--- src/design/sstok_pkg.sv ---
// shared types, codes and helper functions for the source tokenizer
package sstok_pkg;

	localparam logic [2:0] K_COMMENT = 3'd0;
	localparam logic [2:0] K_STRING  = 3'd1;
	localparam logic [2:0] K_LONG    = 3'd2;
	localparam logic [2:0] K_NUMBER  = 3'd3;
	localparam logic [2:0] K_WORD    = 3'd4;
	localparam logic [2:0] K_SYMBOL  = 3'd5;
	localparam logic [2:0] K_END     = 3'd6;

	typedef struct packed {
		logic load;
		logic step;
		logic flush;
	} sstok_cmd_t;

	typedef struct packed {
		logic done;
		logic out_free;
		logic pend_v;
	} sstok_stat_t;

	function automatic logic [15:0] sat16(input logic [15:0] a, input logic [15:0] n);
		logic [16:0] s;
		s = {1'b0, a} + {1'b0, n};
		return s[16] ? 16'hFFFF : s[15:0];
	endfunction

	function automatic logic [23:0] sat24(input logic [23:0] a, input logic [23:0] n);
		logic [24:0] s;
		s = {1'b0, a} + {1'b0, n};
		return s[24] ? 24'hFFFFFF : s[23:0];
	endfunction

endpackage

--- src/design/script_source_tokenizer_top.sv ---
// top level of the streaming script source tokenizer
// Takes one source byte (or an end mark) per input transfer and sends out the tokens it
// closes, each with kind, start line, column, offset and length; last_of_run marks the
// final token of a transfer. An item is loaded in the wait state, then the lexer takes one
// step for every byte it feeds through: the byte itself, once more each time it closes a
// token and is fed again, and any held lookahead bytes replayed (at most MAX_LEVEL); the
// flush state then hands over the last result. The one-deep result register keeps a token
// until the next one or the end of the item shows whether it is the last; the lexer steps
// only while the output register is empty or being taken, so a stalled output holds the
// item.
module script_source_tokenizer_top
	import sstok_pkg::*;
#(
	parameter int MAX_LEVEL = 8
) (
	input  logic        clk,
	input  logic        arst_n,
	input  logic        in_valid,
	output logic        in_stall,
	input  logic        action,
	input  logic [7:0]  src_byte,
	output logic        out_valid,
	input  logic        out_stall,
	output logic [2:0]  token_kind,
	output logic [15:0] start_line,
	output logic [15:0] start_column,
	output logic [23:0] start_offset,
	output logic [23:0] token_length,
	output logic        level_overflow,
	output logic        last_of_run
);

	sstok_cmd_t  cmd;
	sstok_stat_t stat;

	sstok_ctrl u_ctrl (
		.clk      (clk),
		.arst_n   (arst_n),
		.in_valid (in_valid),
		.in_stall (in_stall),
		.stat     (stat),
		.cmd      (cmd)
	);

	sstok_dp #(
		.MAX_LEVEL (MAX_LEVEL)
	) u_dp (
		.clk            (clk),
		.arst_n         (arst_n),
		.cmd            (cmd),
		.stat           (stat),
		.action         (action),
		.src_byte       (src_byte),
		.out_valid      (out_valid),
		.out_stall      (out_stall),
		.token_kind     (token_kind),
		.start_line     (start_line),
		.start_column   (start_column),
		.start_offset   (start_offset),
		.token_length   (token_length),
		.level_overflow (level_overflow),
		.last_of_run    (last_of_run)
	);

endmodule

--- src/design/sstok_ctrl.sv ---
// sequencing controller: item intake, byte stepping and result flush
module sstok_ctrl
	import sstok_pkg::*;
(
	input  logic        clk,
	input  logic        arst_n,
	input  logic        in_valid,
	output logic        in_stall,
	input  sstok_stat_t stat,
	output sstok_cmd_t  cmd
);

	typedef enum logic [1:0] {S_WAIT, S_RUN, S_FLUSH} state_t;

	state_t state_q;

	assign in_stall  = (state_q != S_WAIT);
	assign cmd.load  = (state_q == S_WAIT) && in_valid;
	assign cmd.step  = (state_q == S_RUN) && stat.out_free;
	assign cmd.flush = (state_q == S_FLUSH) && (stat.out_free || !stat.pend_v);

	always_ff @(posedge clk or negedge arst_n) begin
		if (!arst_n) begin
			state_q <= S_WAIT;
		end else begin
			unique case (state_q)
				S_WAIT: begin
					if (in_valid) state_q <= S_RUN;
				end
				S_RUN: begin
					if (cmd.step && stat.done) state_q <= S_FLUSH;
				end
				S_FLUSH: begin
					if (cmd.flush) state_q <= S_WAIT;
				end
				default: state_q <= S_WAIT;
			endcase
		end
	end

endmodule

--- src/design/sstok_dp.sv ---
// tokenizer datapath: lexer state, positions, held lookahead and result registers
module sstok_dp
	import sstok_pkg::*;
#(
	parameter int MAX_LEVEL = 8
) (
	input  logic        clk,
	input  logic        arst_n,
	input  sstok_cmd_t  cmd,
	output sstok_stat_t stat,
	input  logic        action,
	input  logic [7:0]  src_byte,
	output logic        out_valid,
	input  logic        out_stall,
	output logic [2:0]  token_kind,
	output logic [15:0] start_line,
	output logic [15:0] start_column,
	output logic [23:0] start_offset,
	output logic [23:0] token_length,
	output logic        level_overflow,
	output logic        last_of_run
);

	localparam int HELD_CAP = MAX_LEVEL + 2;
	localparam int LW = $clog2(MAX_LEVEL + 2);
	localparam int HW = $clog2(HELD_CAP + 1);
	localparam int IW = $clog2(HELD_CAP);

	typedef enum logic [4:0] {
		M_IDLE, M_OP1, M_DOT, M_DOTDOT, M_CMT_START, M_CMT_BR, M_LINE_CMT,
		M_LONGBODY, M_STR, M_BR_OPEN, M_NUM_ZERO, M_NUM_INT, M_NUM_DOT,
		M_NUM_FRAC, M_NUM_E, M_NUM_ES, M_NUM_EXP, M_HEX, M_HEX_P, M_HEX_EXP,
		M_BIN, M_WORD
	} mode_t;

	typedef struct packed {
		logic [2:0]  kind;
		logic [15:0] line;
		logic [15:0] col;
		logic [23:0] off;
		logic [23:0] len;
		logic        flag;
	} res_t;

	function automatic logic is_c(input logic [8:0] c, input logic [7:0] x);
		return c == {1'b0, x};
	endfunction

	function automatic logic is_dig(input logic [8:0] c);
		return !c[8] && c[7:0] >= "0" && c[7:0] <= "9";
	endfunction

	function automatic logic is_alp(input logic [8:0] c);
		return !c[8] && ((c[7:0] >= "a" && c[7:0] <= "z") ||
			(c[7:0] >= "A" && c[7:0] <= "Z") || c[7:0] == "_");
	endfunction

	function automatic logic is_hexd(input logic [8:0] c);
		return is_dig(c) || (!c[8] && ((c[7:0] >= "a" && c[7:0] <= "f") ||
			(c[7:0] >= "A" && c[7:0] <= "F")));
	endfunction

	function automatic logic pair_ok(input logic [7:0] a, input logic [8:0] b);
		logic r;
		r = 1'b0;
		case (a)
			":":      r = is_c(b, ":");
			"=", "~": r = is_c(b, "=");
			"<":      r = is_c(b, "=") || is_c(b, "<");
			">":      r = is_c(b, "=") || is_c(b, ">");
			"/":      r = is_c(b, "/");
			default:  r = 1'b0;
		endcase
		return r;
	endfunction

	// lexer state
	mode_t          mode_q;
	logic [15:0]    cur_line_q, cur_col_q, tok_line_q, tok_col_q;
	logic [23:0]    cur_off_q, tok_off_q, tok_len_q;
	logic           tok_flag_q, qsingle_q, esc_q, body_long_q;
	logic [LW-1:0]  level_q, close_q;
	logic [7:0]     op_first_q;
	logic [7:0]     held_q [HELD_CAP];
	logic [HW-1:0]  held_cnt_q;
	// current byte and replay pointer
	logic [7:0]     byte_q;
	logic           end_q;
	logic           rp_act_q;
	logic [IW-1:0]  rp_i_q;
	logic [HW-1:0]  rp_n_q;
	// result staging
	res_t           pend_q, out_q;
	logic           pend_v_q, out_v_q, out_last_q;

	// step outputs
	logic [8:0]     c9;
	mode_t          mode_n;
	logic           adv, take, emit, emit_end, consume, replay, start, hold_en, clr, set_flag;
	logic           do_int, do_frac, do_line;
	logic [2:0]     kind;
	logic [LW-1:0]  level_n, close_n;
	logic           qsingle_n, esc_n, body_long_n;
	logic [7:0]     op_first_n, qch;
	logic [HW-1:0]  hc;
	logic           hold_we;
	logic [IW-1:0]  hold_idx;
	logic [HW:0]    n_adv;
	logic           lf;
	logic [15:0]    cur_line_n, cur_col_n, tok_line_n, tok_col_n;
	logic [23:0]    cur_off_n, tok_off_n, tok_len_n;
	logic           tok_flag_n;
	res_t           res_n;
	logic           done;

	always_comb begin
		c9 = rp_act_q ? {1'b0, held_q[rp_i_q]} : {end_q, byte_q};
		mode_n = mode_q;
		adv = 1'b0; take = 1'b0; emit = 1'b0; emit_end = 1'b0; consume = 1'b1;
		replay = 1'b0; start = 1'b0; hold_en = 1'b0; clr = 1'b0; set_flag = 1'b0;
		do_int = 1'b0; do_frac = 1'b0; do_line = 1'b0;
		kind = K_SYMBOL;
		level_n = level_q; close_n = close_q;
		qsingle_n = qsingle_q; esc_n = esc_q; body_long_n = body_long_q;
		op_first_n = op_first_q;
		qch = qsingle_q ? 8'h27 : 8'h22;

		unique case (mode_q)
			M_IDLE: begin
				if (c9[8]) begin
					emit = 1'b1; emit_end = 1'b1; kind = K_END; clr = 1'b1;
				end else if (is_c(c9, " ") || is_c(c9, 8'h09) || is_c(c9, 8'h0D) ||
						is_c(c9, 8'h0A)) begin
					adv = 1'b1;
				end else begin
					start = 1'b1; adv = 1'b1;
					if (is_c(c9, "-") || is_c(c9, ":") || is_c(c9, "=") || is_c(c9, "~") ||
							is_c(c9, "<") || is_c(c9, ">") || is_c(c9, "/")) begin
						op_first_n = c9[7:0]; mode_n = M_OP1;
					end else if (is_c(c9, 8'h22) || is_c(c9, 8'h27)) begin
						qsingle_n = is_c(c9, 8'h27); esc_n = 1'b0; mode_n = M_STR;
					end else if (is_c(c9, "[")) begin
						level_n = '0; mode_n = M_BR_OPEN;
					end else if (is_c(c9, "0")) begin
						mode_n = M_NUM_ZERO;
					end else if (is_dig(c9)) begin
						mode_n = M_NUM_INT;
					end else if (is_c(c9, ".")) begin
						mode_n = M_DOT;
					end else if (is_alp(c9)) begin
						mode_n = M_WORD;
					end else begin
						emit = 1'b1;
					end
				end
			end
			M_OP1: begin
				if (op_first_q == "-" && is_c(c9, "-")) begin
					adv = 1'b1; mode_n = M_CMT_START;
				end else if (pair_ok(op_first_q, c9)) begin
					adv = 1'b1; emit = 1'b1;
				end else begin
					emit = 1'b1; consume = 1'b0;
				end
			end
			M_DOT: begin
				if (is_dig(c9)) begin
					adv = 1'b1; mode_n = M_NUM_FRAC;
				end else if (is_c(c9, ".")) begin
					adv = 1'b1; mode_n = M_DOTDOT;
				end else begin
					emit = 1'b1; consume = 1'b0;
				end
			end
			M_DOTDOT: begin
				if (is_c(c9, ".")) begin
					adv = 1'b1; emit = 1'b1;
				end else begin
					emit = 1'b1; consume = 1'b0;
				end
			end
			M_CMT_START: begin
				if (is_c(c9, "[")) begin
					adv = 1'b1; level_n = '0; mode_n = M_CMT_BR;
				end else begin
					do_line = 1'b1;
				end
			end
			M_CMT_BR: begin
				if (is_c(c9, "=")) begin
					adv = 1'b1;
					if (level_q >= LW'(MAX_LEVEL)) begin
						set_flag = 1'b1; mode_n = M_LINE_CMT;
					end else begin
						level_n = level_q + 1'b1;
					end
				end else if (is_c(c9, "[")) begin
					adv = 1'b1; close_n = '0; body_long_n = 1'b0; mode_n = M_LONGBODY;
				end else begin
					do_line = 1'b1;
				end
			end
			M_LINE_CMT: do_line = 1'b1;
			M_LONGBODY: begin
				kind = body_long_q ? K_LONG : K_COMMENT;
				if (c9[8]) begin
					emit = 1'b1; consume = 1'b0;
				end else begin
					adv = 1'b1;
					if (close_q == '0) begin
						close_n = LW'(is_c(c9, "]"));
					end else if (close_q <= level_q) begin
						close_n = is_c(c9, "=") ? close_q + 1'b1 : LW'(is_c(c9, "]"));
					end else if (is_c(c9, "]")) begin
						emit = 1'b1;
					end else begin
						close_n = '0;
					end
				end
			end
			M_STR: begin
				kind = K_STRING;
				if (c9[8]) begin
					emit = 1'b1; consume = 1'b0;
				end else begin
					adv = 1'b1;
					if (esc_q) esc_n = 1'b0;
					else if (is_c(c9, 8'h5C)) esc_n = 1'b1;
					else if (is_c(c9, qch)) emit = 1'b1;
				end
			end
			M_BR_OPEN: begin
				if (is_c(c9, "=")) begin
					if (level_q >= LW'(MAX_LEVEL)) begin
						set_flag = 1'b1; emit = 1'b1; replay = 1'b1; consume = 1'b0;
					end else begin
						hold_en = 1'b1; level_n = level_q + 1'b1;
					end
				end else if (is_c(c9, "[")) begin
					take = 1'b1; adv = 1'b1; close_n = '0; body_long_n = 1'b1;
					mode_n = M_LONGBODY;
				end else begin
					emit = 1'b1; replay = 1'b1; consume = 1'b0;
				end
			end
			M_NUM_ZERO: begin
				if (is_c(c9, "x") || is_c(c9, "X")) begin
					adv = 1'b1; mode_n = M_HEX;
				end else if (is_c(c9, "b") || is_c(c9, "B")) begin
					adv = 1'b1; mode_n = M_BIN;
				end else begin
					do_int = 1'b1;
				end
			end
			M_NUM_INT:  do_int = 1'b1;
			M_NUM_DOT: begin
				kind = K_NUMBER;
				if (is_c(c9, ".")) begin
					emit = 1'b1; replay = 1'b1; consume = 1'b0;
				end else begin
					take = 1'b1; do_frac = 1'b1;
				end
			end
			M_NUM_FRAC: do_frac = 1'b1;
			M_NUM_E, M_NUM_ES: begin
				kind = K_NUMBER;
				if (mode_q == M_NUM_E && (is_c(c9, "+") || is_c(c9, "-"))) begin
					hold_en = 1'b1; mode_n = M_NUM_ES;
				end else if (is_dig(c9)) begin
					take = 1'b1; adv = 1'b1; mode_n = M_NUM_EXP;
				end else begin
					emit = 1'b1; replay = 1'b1; consume = 1'b0;
				end
			end
			M_NUM_EXP, M_HEX_EXP: begin
				kind = K_NUMBER;
				if (is_dig(c9)) adv = 1'b1;
				else begin
					emit = 1'b1; consume = 1'b0;
				end
			end
			M_HEX: begin
				kind = K_NUMBER;
				if (is_hexd(c9) || is_c(c9, ".")) begin
					adv = 1'b1;
				end else if (is_c(c9, "p") || is_c(c9, "P")) begin
					adv = 1'b1; mode_n = M_HEX_P;
				end else begin
					emit = 1'b1; consume = 1'b0;
				end
			end
			M_HEX_P: begin
				kind = K_NUMBER;
				if (is_c(c9, "+") || is_c(c9, "-") || is_dig(c9)) begin
					adv = 1'b1; mode_n = M_HEX_EXP;
				end else begin
					emit = 1'b1; consume = 1'b0;
				end
			end
			M_BIN: begin
				kind = K_NUMBER;
				if (is_c(c9, "0") || is_c(c9, "1")) adv = 1'b1;
				else begin
					emit = 1'b1; consume = 1'b0;
				end
			end
			M_WORD: begin
				kind = K_WORD;
				if (is_alp(c9) || is_dig(c9)) adv = 1'b1;
				else begin
					emit = 1'b1; consume = 1'b0;
				end
			end
			default: begin
				mode_n = M_IDLE; consume = 1'b0;
			end
		endcase

		// shared tails of the number and line comment rules
		if (do_int) begin
			mode_n = M_NUM_INT;
			if (is_c(c9, ".")) begin
				hold_en = 1'b1; mode_n = M_NUM_DOT;
			end else if (is_dig(c9)) begin
				adv = 1'b1;
			end else begin
				do_frac = 1'b1;
			end
		end
		if (do_frac) begin
			mode_n = M_NUM_FRAC;
			kind = K_NUMBER;
			if (is_dig(c9)) begin
				adv = 1'b1;
			end else if (is_c(c9, "e") || is_c(c9, "E")) begin
				hold_en = 1'b1; mode_n = M_NUM_E;
			end else begin
				emit = 1'b1; consume = 1'b0;
			end
		end
		if (do_line) begin
			mode_n = M_LINE_CMT;
			kind = K_COMMENT;
			if (c9[8] || is_c(c9, 8'h0A)) begin
				emit = 1'b1; consume = 1'b0;
			end else begin
				adv = 1'b1;
			end
		end
		if (emit) mode_n = M_IDLE;

		// held lookahead bookkeeping
		hc = held_cnt_q;
		if (start || take) hc = '0;
		hold_we = hold_en && (hc < HW'(HELD_CAP));
		hold_idx = hc[IW-1:0];
		if (hold_we) hc = hc + 1'b1;
		if (replay) hc = '0;

		// positions
		n_adv = (take ? {1'b0, held_cnt_q} : '0) + (HW+1)'(adv);
		lf = adv && is_c(c9, 8'h0A);
		cur_line_n = (lf && cur_line_q != 16'hFFFF) ? cur_line_q + 16'd1 : cur_line_q;
		cur_col_n  = lf ? 16'd1 : sat16(cur_col_q, 16'(n_adv));
		cur_off_n  = sat24(cur_off_q, 24'(n_adv));
		tok_line_n = start ? cur_line_q : tok_line_q;
		tok_col_n  = start ? cur_col_q : tok_col_q;
		tok_off_n  = start ? cur_off_q : tok_off_q;
		tok_len_n  = sat24(start ? 24'd0 : tok_len_q, 24'(n_adv));
		tok_flag_n = (start ? 1'b0 : tok_flag_q) | set_flag;

		if (emit_end) begin
			res_n = '{kind: K_END, line: cur_line_q, col: cur_col_q, off: cur_off_q,
				len: 24'd0, flag: 1'b0};
		end else begin
			res_n = '{kind: kind, line: tok_line_n, col: tok_col_n, off: tok_off_n,
				len: tok_len_n, flag: tok_flag_n};
		end

		done = consume && !rp_act_q;
	end

	assign stat.done     = done;
	assign stat.out_free = !out_v_q || !out_stall;
	assign stat.pend_v   = pend_v_q;

	always_ff @(posedge clk or negedge arst_n) begin
		if (!arst_n) begin
			mode_q      <= M_IDLE;
			cur_line_q  <= 16'd1;
			cur_col_q   <= 16'd1;
			cur_off_q   <= '0;
			tok_line_q  <= 16'd1;
			tok_col_q   <= 16'd1;
			tok_off_q   <= '0;
			tok_len_q   <= '0;
			tok_flag_q  <= 1'b0;
			level_q     <= '0;
			close_q     <= '0;
			qsingle_q   <= 1'b0;
			esc_q       <= 1'b0;
			body_long_q <= 1'b0;
			op_first_q  <= '0;
			held_cnt_q  <= '0;
			rp_act_q    <= 1'b0;
			rp_i_q      <= '0;
			rp_n_q      <= '0;
			pend_v_q    <= 1'b0;
			out_v_q     <= 1'b0;
		end else begin
			if (out_v_q && !out_stall) out_v_q <= 1'b0;
			if (cmd.load) begin
				rp_act_q <= 1'b0;
			end
			if (cmd.step) begin
				if (emit) begin
					pend_v_q <= 1'b1;
					if (pend_v_q) out_v_q <= 1'b1;
				end
				if (rp_act_q && consume) begin
					if (HW'(rp_i_q) + 1'b1 == rp_n_q) rp_act_q <= 1'b0;
					else rp_i_q <= rp_i_q + 1'b1;
				end
				if (replay) begin
					rp_act_q <= (held_cnt_q != '0);
					rp_i_q   <= '0;
					rp_n_q   <= held_cnt_q;
				end
				if (clr) begin
					mode_q      <= M_IDLE;
					cur_line_q  <= 16'd1;
					cur_col_q   <= 16'd1;
					cur_off_q   <= '0;
					tok_line_q  <= 16'd1;
					tok_col_q   <= 16'd1;
					tok_off_q   <= '0;
					tok_len_q   <= '0;
					tok_flag_q  <= 1'b0;
					level_q     <= '0;
					close_q     <= '0;
					qsingle_q   <= 1'b0;
					esc_q       <= 1'b0;
					body_long_q <= 1'b0;
					op_first_q  <= '0;
					held_cnt_q  <= '0;
				end else begin
					mode_q      <= mode_n;
					cur_line_q  <= cur_line_n;
					cur_col_q   <= cur_col_n;
					cur_off_q   <= cur_off_n;
					tok_line_q  <= tok_line_n;
					tok_col_q   <= tok_col_n;
					tok_off_q   <= tok_off_n;
					tok_len_q   <= tok_len_n;
					tok_flag_q  <= tok_flag_n;
					level_q     <= level_n;
					close_q     <= close_n;
					qsingle_q   <= qsingle_n;
					esc_q       <= esc_n;
					body_long_q <= body_long_n;
					op_first_q  <= op_first_n;
					held_cnt_q  <= hc;
				end
			end
			if (cmd.flush && pend_v_q) begin
				pend_v_q <= 1'b0;
				out_v_q  <= 1'b1;
			end
		end
	end

	// payload registers
	always_ff @(posedge clk) begin
		if (cmd.load) begin
			byte_q <= src_byte;
			end_q  <= action;
		end
		if (cmd.step && hold_we) held_q[hold_idx] <= c9[7:0];
		if (cmd.step && emit) begin
			pend_q <= res_n;
			if (pend_v_q) begin
				out_q      <= pend_q;
				out_last_q <= 1'b0;
			end
		end
		if (cmd.flush && pend_v_q) begin
			out_q      <= pend_q;
			out_last_q <= 1'b1;
		end
	end

	assign out_valid      = out_v_q;
	assign token_kind     = out_q.kind;
	assign start_line     = out_q.line;
	assign start_column   = out_q.col;
	assign start_offset   = out_q.off;
	assign token_length   = out_q.len;
	assign level_overflow = out_q.flag;
	assign last_of_run    = out_last_q;

endmodule

--- config.mk ---
export PLATFORM = sky130hd
export DESIGN_NAME = script_source_tokenizer_top
export DESIGN_NICKNAME = d
export VERILOG_FILES = /design/src/design/sstok_pkg.sv /design/src/design/script_source_tokenizer_top.sv /design/src/design/sstok_ctrl.sv /design/src/design/sstok_dp.sv
export SDC_FILE = /design/constraint.sdc
export NUM_CORES = 1
export LEC_CHECK = 0
export ABC_AREA = 1
export BUFFER_PORTS_ARGS = -buffer_cell sky130_fd_sc_hd__buf_2
export CAP_MARGIN = 20
export CORE_ASPECT_RATIO = 0.9
export CORE_MARGIN = 2
export CORE_UTILIZATION = 64
export CTS_BUF_LIST = sky130_fd_sc_hd__clkbuf_2
export DETAILED_ROUTE_END_ITERATION = 12
export PLACE_DENSITY = 0.93
export SLEW_MARGIN = 15
export SYNTH_ARGS = -nofsm -noshare
export SYNTH_HDL_FRONTEND = slang
export SYNTH_SLANG_ARGS = --single-unit
--- constraint.sdc ---
create_clock -name clk -period 9.5 [get_ports clk]
set_input_delay 1.9 -clock clk [delete_from_list [all_inputs] [get_ports clk]]
set_output_delay 1.9 -clock clk [all_outputs]
set_load 0.005 [all_outputs]
Word level (Yosys, flattened, before mapping)
Memories as Yosys holds them, arrays and structs flattened.
Index checks and enable logic that the tools add are counted.
Storage, ports and cells
  flip-flop bits (word level): 356
  bits of input ports: 13
  memories kept: 1
  output and inout bits: 87
  logic and storage cells: 490
  memory bits (writable): 80
Operators by class
  reduce and logical (&&, ||, !) cells: 99
  order comparisons: 11
  $add $sub $neg: 9
  bitwise logic cells: 1
  mux-type cells: 232
  equal/unequal tests: 99
Memories
  u_dp.held_q: words 10, width 8, rd ports 1, clocked after Yosys merged registers in 0, wr ports 1, RTL line sstok_dp.sv:84  | logic [7:0] held_q [HELD_CAP];
Operators with widths (count)
  $mux 84: 3
  $mux 24: 7
  $mux 5: 30
  $mux 16: 9
  $mux 1: 125
  $eq 9x6->1 const B: 13
  $eq 9x7->1 const B: 12
  $mux 4: 24
  $mux 81: 1
  $pmux 5 s11: 1
  $add 24x5->25: 2
  $eq 8x6->1 const B: 6
  $eq 5x4->1 const B: 8
  $mux 8: 5
  $le 8x7->1 const B: 4
  $eq 5x5->1 const B: 6
  $logic_or 1x1->1: 29
  $ne 7x1->1 const B: 4
  $pmux 1 s14: 2
  $eq 9x4->1 const B: 3
  $ne 8x1->1 const B: 3
  $logic_and 1x1->1: 23
  $ne 3x2->1 const B: 7
  $ne 7x2->1 const B: 3
  other kinds (59): 121

Longest topological paths before layout
Gate-level depths: netlist of run 1.
An unclocked memory read counts as a cell.
  depth in word-level cells: 25
  gate-level depth with buffers: 42
  gate-level depth less buffers: 40

By module
From an unflattened synthesis of run 1, not the netlist that was laid out.
Unflattened totals
  cell total of the unflattened synthesis: 2469
  area, all modules: 21947.3 µm²
Modules (own cells, without submodules)
  sstok_dp: cells each 2448, sequential area each 12146.6 µm², area an instance 21813.4 µm², instances 1
  sstok_ctrl: cells each 21, sequential area each 50.0 µm², area an instance 133.9 µm², instances 1

Least setup slack after synthesis of run 1
No wires, ideal clock.
  path type: register to register
  start point: register u_dp.rp_i_q[1]
  end point: register u_dp.out_q, in the netlist u_dp.level_overflow, enable pin
  path buffers: 2
  arrival: 6287 ps
  clock period less this slack: 6733 ps
  slack: 2767 ps
  data required time: 9055 ps
  cell stages (with the launch flop): 24
  library setup time: 445 ps
  cell sequence: dfrtp_1 -> buf_6 -> inv_2 -> buf_4 -> nand3_1 -> nand3_1 -> nand3_1 -> a21oi_2 -> nand2_1 -> nor2_2 -> inv_1 -> o21ai_0 -> nand2_1 -> nand2_1 -> nand3_1 -> nand2_1 -> nand2_1 -> nor2_1 -> nor2_2 -> nand4_4 -> nand2_2 -> inv_1 -> nand2_1 -> nand2_1
Between the ends
  word-level cells in the longest chain between the ends: 25
  elaborated cells between the ends (all ways): 122
  classes of those cells: order compare: 8; eq/ne: 30; mux: 46; reduce/logical: 37; memory: 1
RTL lines
  start, declared: RTL line sstok_dp.sv:90  | logic [IW-1:0] rp_i_q;
  start signal, assigned: RTL line sstok_dp.sv:422  | else rp_i_q <= rp_i_q + 1'b1;
  $mem_v2 10x8 (*)
  $mux 9 (*): RTL line sstok_dp.sv:117  | c9 = rp_act_q ? {1'b0, held_q[rp_i_q]} : {end_q, byte_q};
  net u_dp.c9[6]: RTL line sstok_dp.sv:97  | logic [8:0] c9;
  $ge 8x7->1, or another cell as far along: RTL line sstok_dp.sv:54, sstok_dp.sv:59
  $logic_and 1x1->1 (on tied branches): RTL line sstok_dp.sv:54, sstok_dp.sv:55
  $logic_or 1x1->1: RTL line sstok_dp.sv:54  | return !c[8] && ((c[7:0] >= "a" && c[7:0] <= "z") ||
  $logic_or 1x1->1: RTL line sstok_dp.sv:55  | (c[7:0] >= "A" && c[7:0] <= "Z") || c[7:0] == "_");
  $logic_and 1x1->1: RTL line sstok_dp.sv:54
  (+10 left out)
  $mux 1: RTL line sstok_dp.sv:335  | end else if (is_c(c9, "e") || is_c(c9, "E")) begin
  $mux 1: RTL line sstok_dp.sv:333  | if (is_dig(c9)) begin
  $mux 1: RTL line sstok_dp.sv:330  | if (do_frac) begin
  $mux 1: RTL line sstok_dp.sv:344  | if (c9[8] || is_c(c9, 8'h0A)) begin
  $mux 1 (*): RTL line sstok_dp.sv:341  | if (do_line) begin
  $logic_and 1x1->1 (*): RTL line sstok_dp.sv:479  | if (cmd.step && emit) begin
  $reduce_bool 2->1 (no source line) (*)
  $reduce_and 2->1 (no source line) (*)
  end signal, assigned: RTL line sstok_dp.sv:482  | out_q <= pend_q;
  end signal, assigned: RTL line sstok_dp.sv:487  | out_q <= pend_q;
  end, declared: RTL line sstok_dp.sv:93  | res_t pend_q, out_q;
The timed path passes the listed nets; every way through them passes the cells marked *.
A chain may end at the register's enable or synchronous reset.

Final worst setup path of run 1
  start point: register u_dp.rp_i_q[0]
  end point: register u_dp.tok_len_q[23]
Between the ends
  word-level cells in the longest chain between the ends: 21
  elaborated cells between the ends (all ways): 108
  classes of those cells: add/sub: 2; order compare: 8; eq/ne: 22; mux: 47; reduce/logical: 28; memory: 1
RTL lines
  $mem_v2 10x8 (*)
  $mux 9 (*): RTL line sstok_dp.sv:117
  net u_dp.c9[5]: RTL line sstok_dp.sv:97
  $eq 9x6->1, or another cell as far along: RTL line sstok_dp.sv:46  | return c == {1'b0, x};
  $logic_or 1x1->1, or another cell as far along: RTL line sstok_dp.sv:70  | ">": r = is_c(b, "=") || is_c(b, ">");
  $pmux 1 s5, or another cell as far along: RTL line sstok_dp.sv:66  | case (a)
  $mux 1, or another cell as far along: RTL line sstok_dp.sv:158  | if (op_first_q == "-" && is_c(c9, "-")) begin
  $mux 1, or another cell as far along: RTL line sstok_dp.sv:128  | unique case (mode_q)
  (+6 left out)
  $mux 1: RTL line sstok_dp.sv:333
  $mux 1: RTL line sstok_dp.sv:330
  $mux 1: RTL line sstok_dp.sv:344
  $mux 1: RTL line sstok_dp.sv:341
  $add 5x1->5: RTL line sstok_dp.sv:361  | n_adv = (take ? {1'b0, held_cnt_q} : '0) + (HW+1)'(adv);
  $add 24x5->25 (*): RTL line sstok_pkg.sv:32  | s = {1'b0, a} + {1'b0, n};
  $mux 24 (*): RTL line sstok_pkg.sv:33  | return s[24] ? 24'hFFFFFF : s[23:0];
  $mux 24 (*): RTL line sstok_dp.sv:429  | if (clr) begin
  end signal, assigned: RTL line sstok_dp.sv:454  | tok_len_q <= tok_len_n;
  end, declared: RTL line sstok_dp.sv:80  | logic [23:0] cur_off_q, tok_off_q, tok_len_q;
The timed path passes the listed nets; every way through them passes the cells marked *. The select of a mux whose other input is x is not followed.

==> results.yml, run 1 <==
power_and_ir_drop:
  power_uw: 6770
  p_leak_uw: 0.0106
  combPwrFrac_pct: 34.7
  seqPwrFrac_pct: 46.5
  intPower_uw: 4010
  p_per_area_nw_per_um2: 283
  clkPwrFrac_pct: 18.8
  p_sw_uw: 2760
  sw_frac_of_total_pct: 40.7
  peakVddDrop_v: 0.000206
floorplanning:
  start_util_pct: 65.0
  io_pins: 100
  core_region_area_um2: 34000
  die_x_um: 200
  die_area_um2: 36100
  num_rows: 64
  die_height_um: 180
synthesis:
  yosysSeqAreaShare_pct: 55.1
  syn_area_per_cell_um2: 8.71
  synth_seq_cells: 436
  synth_edf_count: 257
  syn-cell-area_um2: 22100
  synth_fp_nets: 2586
  async_flop_share_pct: 40.8
  yosysUniqueCellTypes: 55
  synth_cells: 2542
  yosys_warnings: 0
  synthFlopType: "edfxtp_1"
layout:
  finalNetCount: 2712
  syn_to_final_growth_pct: 8.07
  drive_gt1_share_pct: 14.0
worst_hold_path:
  worstHoldPathType: "reg2reg"
  whs_path_depth: 0
  worstHoldStart: "u_dp.pend_q[9]"
setup_path:
  max_stage_delay_ns: 0.74
  r2r-start: "u_dp.rp_i_q[0]"
  crit_top_cell: "nand3_1"
  crit_path_start: "u_dp.rp_i_q[0]"
  worstPathArrival_ns: 8.58
  worst-path-stages: 29
  critPathRequiredTime_ns: 10.38
  cp_num_buf_inv: 4
  slowest_stage: "nand3_2"
  endpoint_kind: "register"
  worstRegToRegCells: 29
  critPathTopFamily: "simple AND/OR/NAND/NOR gates"
  path_class: "reg2reg"
  crit_fanout: 47
  start_kind: "register"
sta:
  finalSetupViolations: 0
  finalHoldViolCount: 0
  skew_ns: 0.0880
  fin_crit_ns: 7.70
  tightest_slew_ns: 1.07
  rsz0062_at_grt: "false"
  fin_hold_ws_ns: 0.381
  relSlewSlack_pct: 28.9
  period_share_pct: 81.1
  setup_tns_ns: 0
  layout_setup_ws_ns: 1.80
  maxSlewViolCount: 0
  fmax_mhz: 130
global_routing:
  overflow: 0
  antenna_found_initial: 3
  track_usage_pct: 32.8
  first_global_vias: 18592
  grt_max_degree: 98
  grt_pass1_wl_mm: 93.7
routing:
  drtIter0Drc: 2570
  ant_nets: 0
  drc: 0
  firstDrtPassIters: 6
  drt-total-wl_mm: 58.6
  via_per_inst: 5.95
  vias: 19170
  routedWlPerCell_um: 18.2
clock_tree:
  cts.path.max_buffers: 3
  cts-resized-gates: 0
  cts_tree: "yes"
  cts_made_buffers: 102
  htree_levels: 3
  root_buffer: "clkbuf_2"
  clock_latency_ns: 1.02
  cts_hold_buf: 0
  clock-sinks: 436
  cts_setup_buffers: 0
  clk_pin_slew_ns: 0.13
status:
  status: "finished clean"
placement:
  gp_routability_congestion: 1.01
  dp_worst_setup_slack_ns: 2.18
  place_hpwl_mm: 39.6
  io_buffers: 99
job:
  cap_violations: 0
==> path summary, 6_finish.rpt <==
check                      slack (ns)                   end
min reg2reg                      0.38  u_dp.token_length[8]
min                              0.38  u_dp.token_length[8]
max                              1.80    u_dp.tok_len_q[23]
max reg2reg                      1.80    u_dp.tok_len_q[23]
min in group asynchronous        0.93   u_dp.tok_line_q[12]
max in group asynchronous        6.59     u_dp.cur_col_q[5]
==> metal layers <==
metal / global-route usage [%] / part of all wire (%)
met1: 46.2 / 41
met2: 50.9 / 46
met3: 6.20 / 10
met4: 12.7 / 3.0
met5: 0 / 0.019
==> cell usage in the layout, fill, tap and decap left out, types with 6 or more instances in the layout <==
cell,count
inv_1,308
o22ai_1,19
dfrtp_1,174
nor2_4,7
xnor2_1,7
inv_2,16
o211ai_1,8
a31oi_1,6
or2_2,6
nand3_1,206
clkinv_1,18
nand4_1,35
o21ai_1,20
nor2_2,14
edfxtp_1,257
a21oi_2,13
nand3_2,7
nor2_1,198
clkbuf_2,166
a21oi_1,114
nor4_1,14
nand2_2,19
xor2_1,22
nand2_1,617
nor3_1,42
ha_1,28
buf_4,12
o21ai_0,245
buf_2,98
==> cells by family after synthesis <==
logic type	Yosys count	synth area share, %
flip-flops	436	55.1
AO/OA/AOI/OAI	447	11.0
AND/OR/NAND/NOR	1185	23.4
buffers and inverters	414	7.52
XOR/XNOR	29	1.15
adder cells (fa/ha/maj)	31	1.85
==> power groups by stage <==
stage	logic (uW)	clock network, uW	registers (uW)
after CTS	2290	1290	3140
after global routing	2600	1380	3210
after floorplan	1500	0	3110
after detailed placement	2280	0	3170
after global placement	2180	0	3140
final	2350	1270	3150
==> worst register-to-register path, delay by kind of cell, from the launching register on <==
kind	cells	cell delay [ns]
compound gates	4	1.55
fa+ha+maj	3	1.14
buf+inv	4	0.92
flops	1	0.36
simple gates	18	3.58
==> state kept, by name, indices dropped and copies added, names as in the netlist, 5 cells and up <==
register,cells
u_dp.byte_q,8
u_dp.cur_col_q,16
u_dp.cur_line_q,16
u_dp.cur_off_q,24
u_dp.held_q,80
u_dp.mode_q,5
u_dp.op_first_q,8
u_dp.pend_q,84
u_dp.start_column,16
u_dp.start_line,16
u_dp.start_offset,24
u_dp.tok_col_q,16
u_dp.tok_len_q,24
u_dp.tok_line_q,16
u_dp.tok_off_q,24
u_dp.token_length,24
==> stage by stage <==
step / std cells / util (%) / cell area, um^2
CTS: 3219 / 70.2 / 23900
global route: 3222 / 70.3 / 23900
floorplan: 2542 / - / 22100
global placement: 3025 / 67.2 / 22900
finish: 3222 / 70.3 / 23900
detailed placement: 3025 / 67.2 / 22900
==> cells in the mapped netlist (3+ instances only) <==
library cell,count,share of area (%)
dfrtp_1,174,20
fa_1,3,0.27
buf_4,6,0.20
nor2_1,199,3.4
inv_1,310,5.3
nor2_2,15,0.42
o2111ai_1,4,0.16
or2_2,6,0.17
dfstp_2,4,0.47
nor4_1,14,0.40
a21oi_2,13,0.51
nand3b_1,5,0.17
buf_1,6,0.10
inv_2,11,0.19
a21oi_1,114,2.6
nand4_1,35,0.99
xnor2_1,7,0.28
o22ai_1,19,0.54
nand4_4,3,0.29
o21ai_0,245,5.5
buf_2,15,0.34
o211ai_1,8,0.27
nor2_4,5,0.25
and2_1,4,0.11
nand2_1,619,10
edfxtp_1,257,35
nand3_1,206,4.7
nand3_2,7,0.32
a31oi_1,6,0.17
nor3_1,42,0.95
xor2_1,22,0.87
nand2_2,19,0.54
o31ai_1,3,0.10
clkbuf_1,54,0.92
ha_1,28,1.6
buf_6,9,0.46
o21ai_1,20,0.45
==> layout make-up <==
cell class / count / area (um^2)
diodes: 2 / 5.00
clock buffers: 166 / 831
clock inverters: 28 / 171
fillers: 2475 / 10100
inverters: 324 / 1220
multi-input cells: 1692 / 8300
flip-flops and latches: 436 / 12200
well taps: 462 / 578
repair buffers: 112 / 619
Power figures use the tool's default switching activity.
==> inputs of run 2 (changes only) <==
Clock period 9.5 ns to 7.8 ns, I/O delays scaled along.
==> run 2 against run 1 <==
- non-clock buffer count grew 15
- sequential power grew 22%
- critical path type unchanged
- maximum frequency grew 15%
- wire length grew 1.7%
- combinational power grew 23%
==> results.yml, run 2 (same netlist as run 1, synthesis figures left out) <==
status:
  status: "finished clean"
setup_path:
  max_stage_delay_ns: 0.64
  endpoint_kind: "register"
  crit_fanout: 15
  ff2ff_setup_slack_ns: 1.10
  critPathRequiredTime_ns: 8.75
  crit_path_start: "u_dp.rp_i_q[2]"
  worst-path-stages: 28
  critPathTopFamily: "simple AND/OR/NAND/NOR gates"
  endpoint: "u_dp.cur_col_q[4]"
  cp_num_buf_inv: 7
  worstPathArrival_ns: 7.65
  start_kind: "register"
  r2r-start: "u_dp.rp_i_q[2]"
  slowest_stage: "dfrtp_1"
  regToRegEndpoint: "u_dp.cur_col_q[4]"
  crit_top_cell: "nand2_1"
  worstRegToRegCells: 28
  path_class: "reg2reg"
layout:
  largest_reg_flops: 84
  finalNetCount: 2729
  reg.largest.list: "u_dp.pend_q (84), u_dp.held_q (80)"
  stdcell_area_um2: 24000
  layout_commonest_cell: "nand2_1"
  syn_to_final_growth_pct: 8.34
  drive_gt1_share_pct: 14.7
  largest-register: "u_dp.pend_q"
  final_cell_mix: "nand2_1 (617), inv_1 (308), edfxtp_1 (257)"
  fillers: 2521
power_and_ir_drop:
  p_sw_uw: 3380
  p_leak_uw: 0.0106
  sw_frac_of_total_pct: 41.1
  seqPwrFrac_pct: 46.6
  peakVddDrop_v: 0.000226
  intPower_uw: 4840
  p_per_area_nw_per_um2: 343
  combPwrFrac_pct: 35.0
  clkPwrFrac_pct: 18.4
  power_uw: 8210
clock_tree:
  root_buffer: "clkbuf_2"
  cts_setup_buffers: 0
  clock_latency_ns: 1.09
  cts.path.max_buffers: 3
  clock-sinks: 436
  cts-resized-gates: 0
  clk_pin_slew_ns: 0.11
  htree_levels: 3
  cts_hold_buf: 0
  cts_tree: "yes"
  cts_made_buffers: 104
placement:
  place_hpwl_mm: 40.0
  gp_routability_congestion: 0.986
  placed_area_um2: 23000
  io_buffers: 99
global_routing:
  grt_pass1_wl_mm: 95.9
  grt_max_degree: 83
  first_global_vias: 18944
  overflow: 0
  track_usage_pct: 33.9
  antenna_found_initial: 2
sta:
  finalHoldViolCount: 0
  relSlewSlack_pct: 33.2
  setup_tns_ns: 0
  fmax_mhz: 149
  skew_ns: 0.117
  period_share_pct: 85.8
  tightest_slew_ns: 0.998
  rsz0062_at_grt: "false"
  finalSetupViolations: 0
  maxSlewViolCount: 0
  fin_crit_ns: 6.70
job:
  cap_violations: 0
routing:
  firstDrtPassIters: 7
  drtIter0Drc: 2488
  via_per_inst: 5.96
  drt-total-wl_mm: 59.6
  ant_nets: 0
  vias: 19304
  routedWlPerCell_um: 18.4
  drc: 0
floorplanning:
  die_x_um: 200
  die_height_um: 180
  num_rows: 64
  io_pins: 100
  die_area_um2: 36100
  core_region_area_um2: 34000
  start_util_pct: 65.0
worst_hold_path:
  worstHoldPathType: "reg2reg"
## run 2: changes by cell type in the layout (fill, tap and decap cells not counted), sizes merged
| cell | previous run | this run |
|---|---|---|
| buf | 112 | 127 |
| bufinv | 2 | 0 |
| clkbuf | 166 | 175 |
| clkinv | 24 | 21 |
| clkinvlp | 1 | 0 |
| diode | 2 | 1 |
| inv | 325 | 324 |
## run 2: layout make-up
cell class | instances | area (um^2) | share of cell area (%)
antenna | 1 | 2.50 | 0.0104
clock buffer | 175 | 876 | 3.65
clock inverter | 21 | 95.1 | 0.397
inverter | 324 | 1220 | 5.09
multi-input combinational | 1692 | 8300 | 34.6
sequential | 436 | 12200 | 50.9
tap | 462 | 578 | 2.41
timing repair buffer | 127 | 712 | 2.97
## run 2: worst min-delay path by stage
| stage | endpoint | slack, ns | from | cells past startpoint |
|---|---|---|---|---|
| 2_1_floorplan | u_dp.level_overflow | 0.40 | u_dp.pend_q[0] | 0 |
| 3_3_place_gp | u_dp.start_line[3] | 0.40 | u_dp.pend_q[68] | 0 |
| 3_5_place_dp | u_dp.start_column[12] | 0.40 | u_dp.pend_q[61] | 0 |
| 4_1_cts | u_dp.start_offset[23] | 0.39 | u_dp.pend_q[48] | 0 |
| 5_1_grt | u_dp.token_length[11] | 0.42 | u_dp.pend_q[12] | 0 |
| 6_report | u_dp.start_offset[19] | 0.39 | u_dp.pend_q[44] | 0 |
## run 2: metrics by stage
stage / util, % / worst slack (ns) / std cells / hold slack [ns]
2_1_floorplan: - / 1.07 / 2542 / 0.400
3_5_place_dp: 67.6 / 1.48 / 3041 / 0.405
4_1_cts: 70.4 / 1.36 / 3237 / 0.388
6_report: 70.5 / 1.10 / 3238 / 0.395
3_3_place_gp: 67.6 / 1.69 / 3041 / 0.402
5_1_grt: 70.5 / 0.688 / 3238 / 0.418
## run 2: power groups by stage
stage	Combinational [uW]	Clock, uW	Sequential, uW
5_1_grt	3180	1640	3890
2_1_floorplan	1830	0	3790
4_1_cts	2830	1530	3820
6_report	2880	1510	3830
3_5_place_dp	2810	0	3850
3_3_place_gp	2680	0	3810
## run 2: worst register-to-register path: cells and delay by family (launching register included)
kind | cells | cell delay [ns]
AO/OA/AOI/OAI | 5 | 1.07
adder cells (fa/ha/maj) | 3 | 1.10
buffers and inverters | 7 | 1.25
flip-flops | 1 | 0.64
AND/OR/NAND/NOR | 13 | 2.55
## run 2: metal layers
| metal | vias up | global-route usage, % | part of all wire, % |
|---|---|---|---|
| met5 | - | 0 | 0.018 |
| met1 | 8983 | 47.3 | 40 |
| met2 | 1269 | 52.4 | 46 |
| met3 | 217 | 6.27 | 9.8 |
| li1 | 8833 | - | - |
| met4 | 2 | 14.6 | 3.8 |
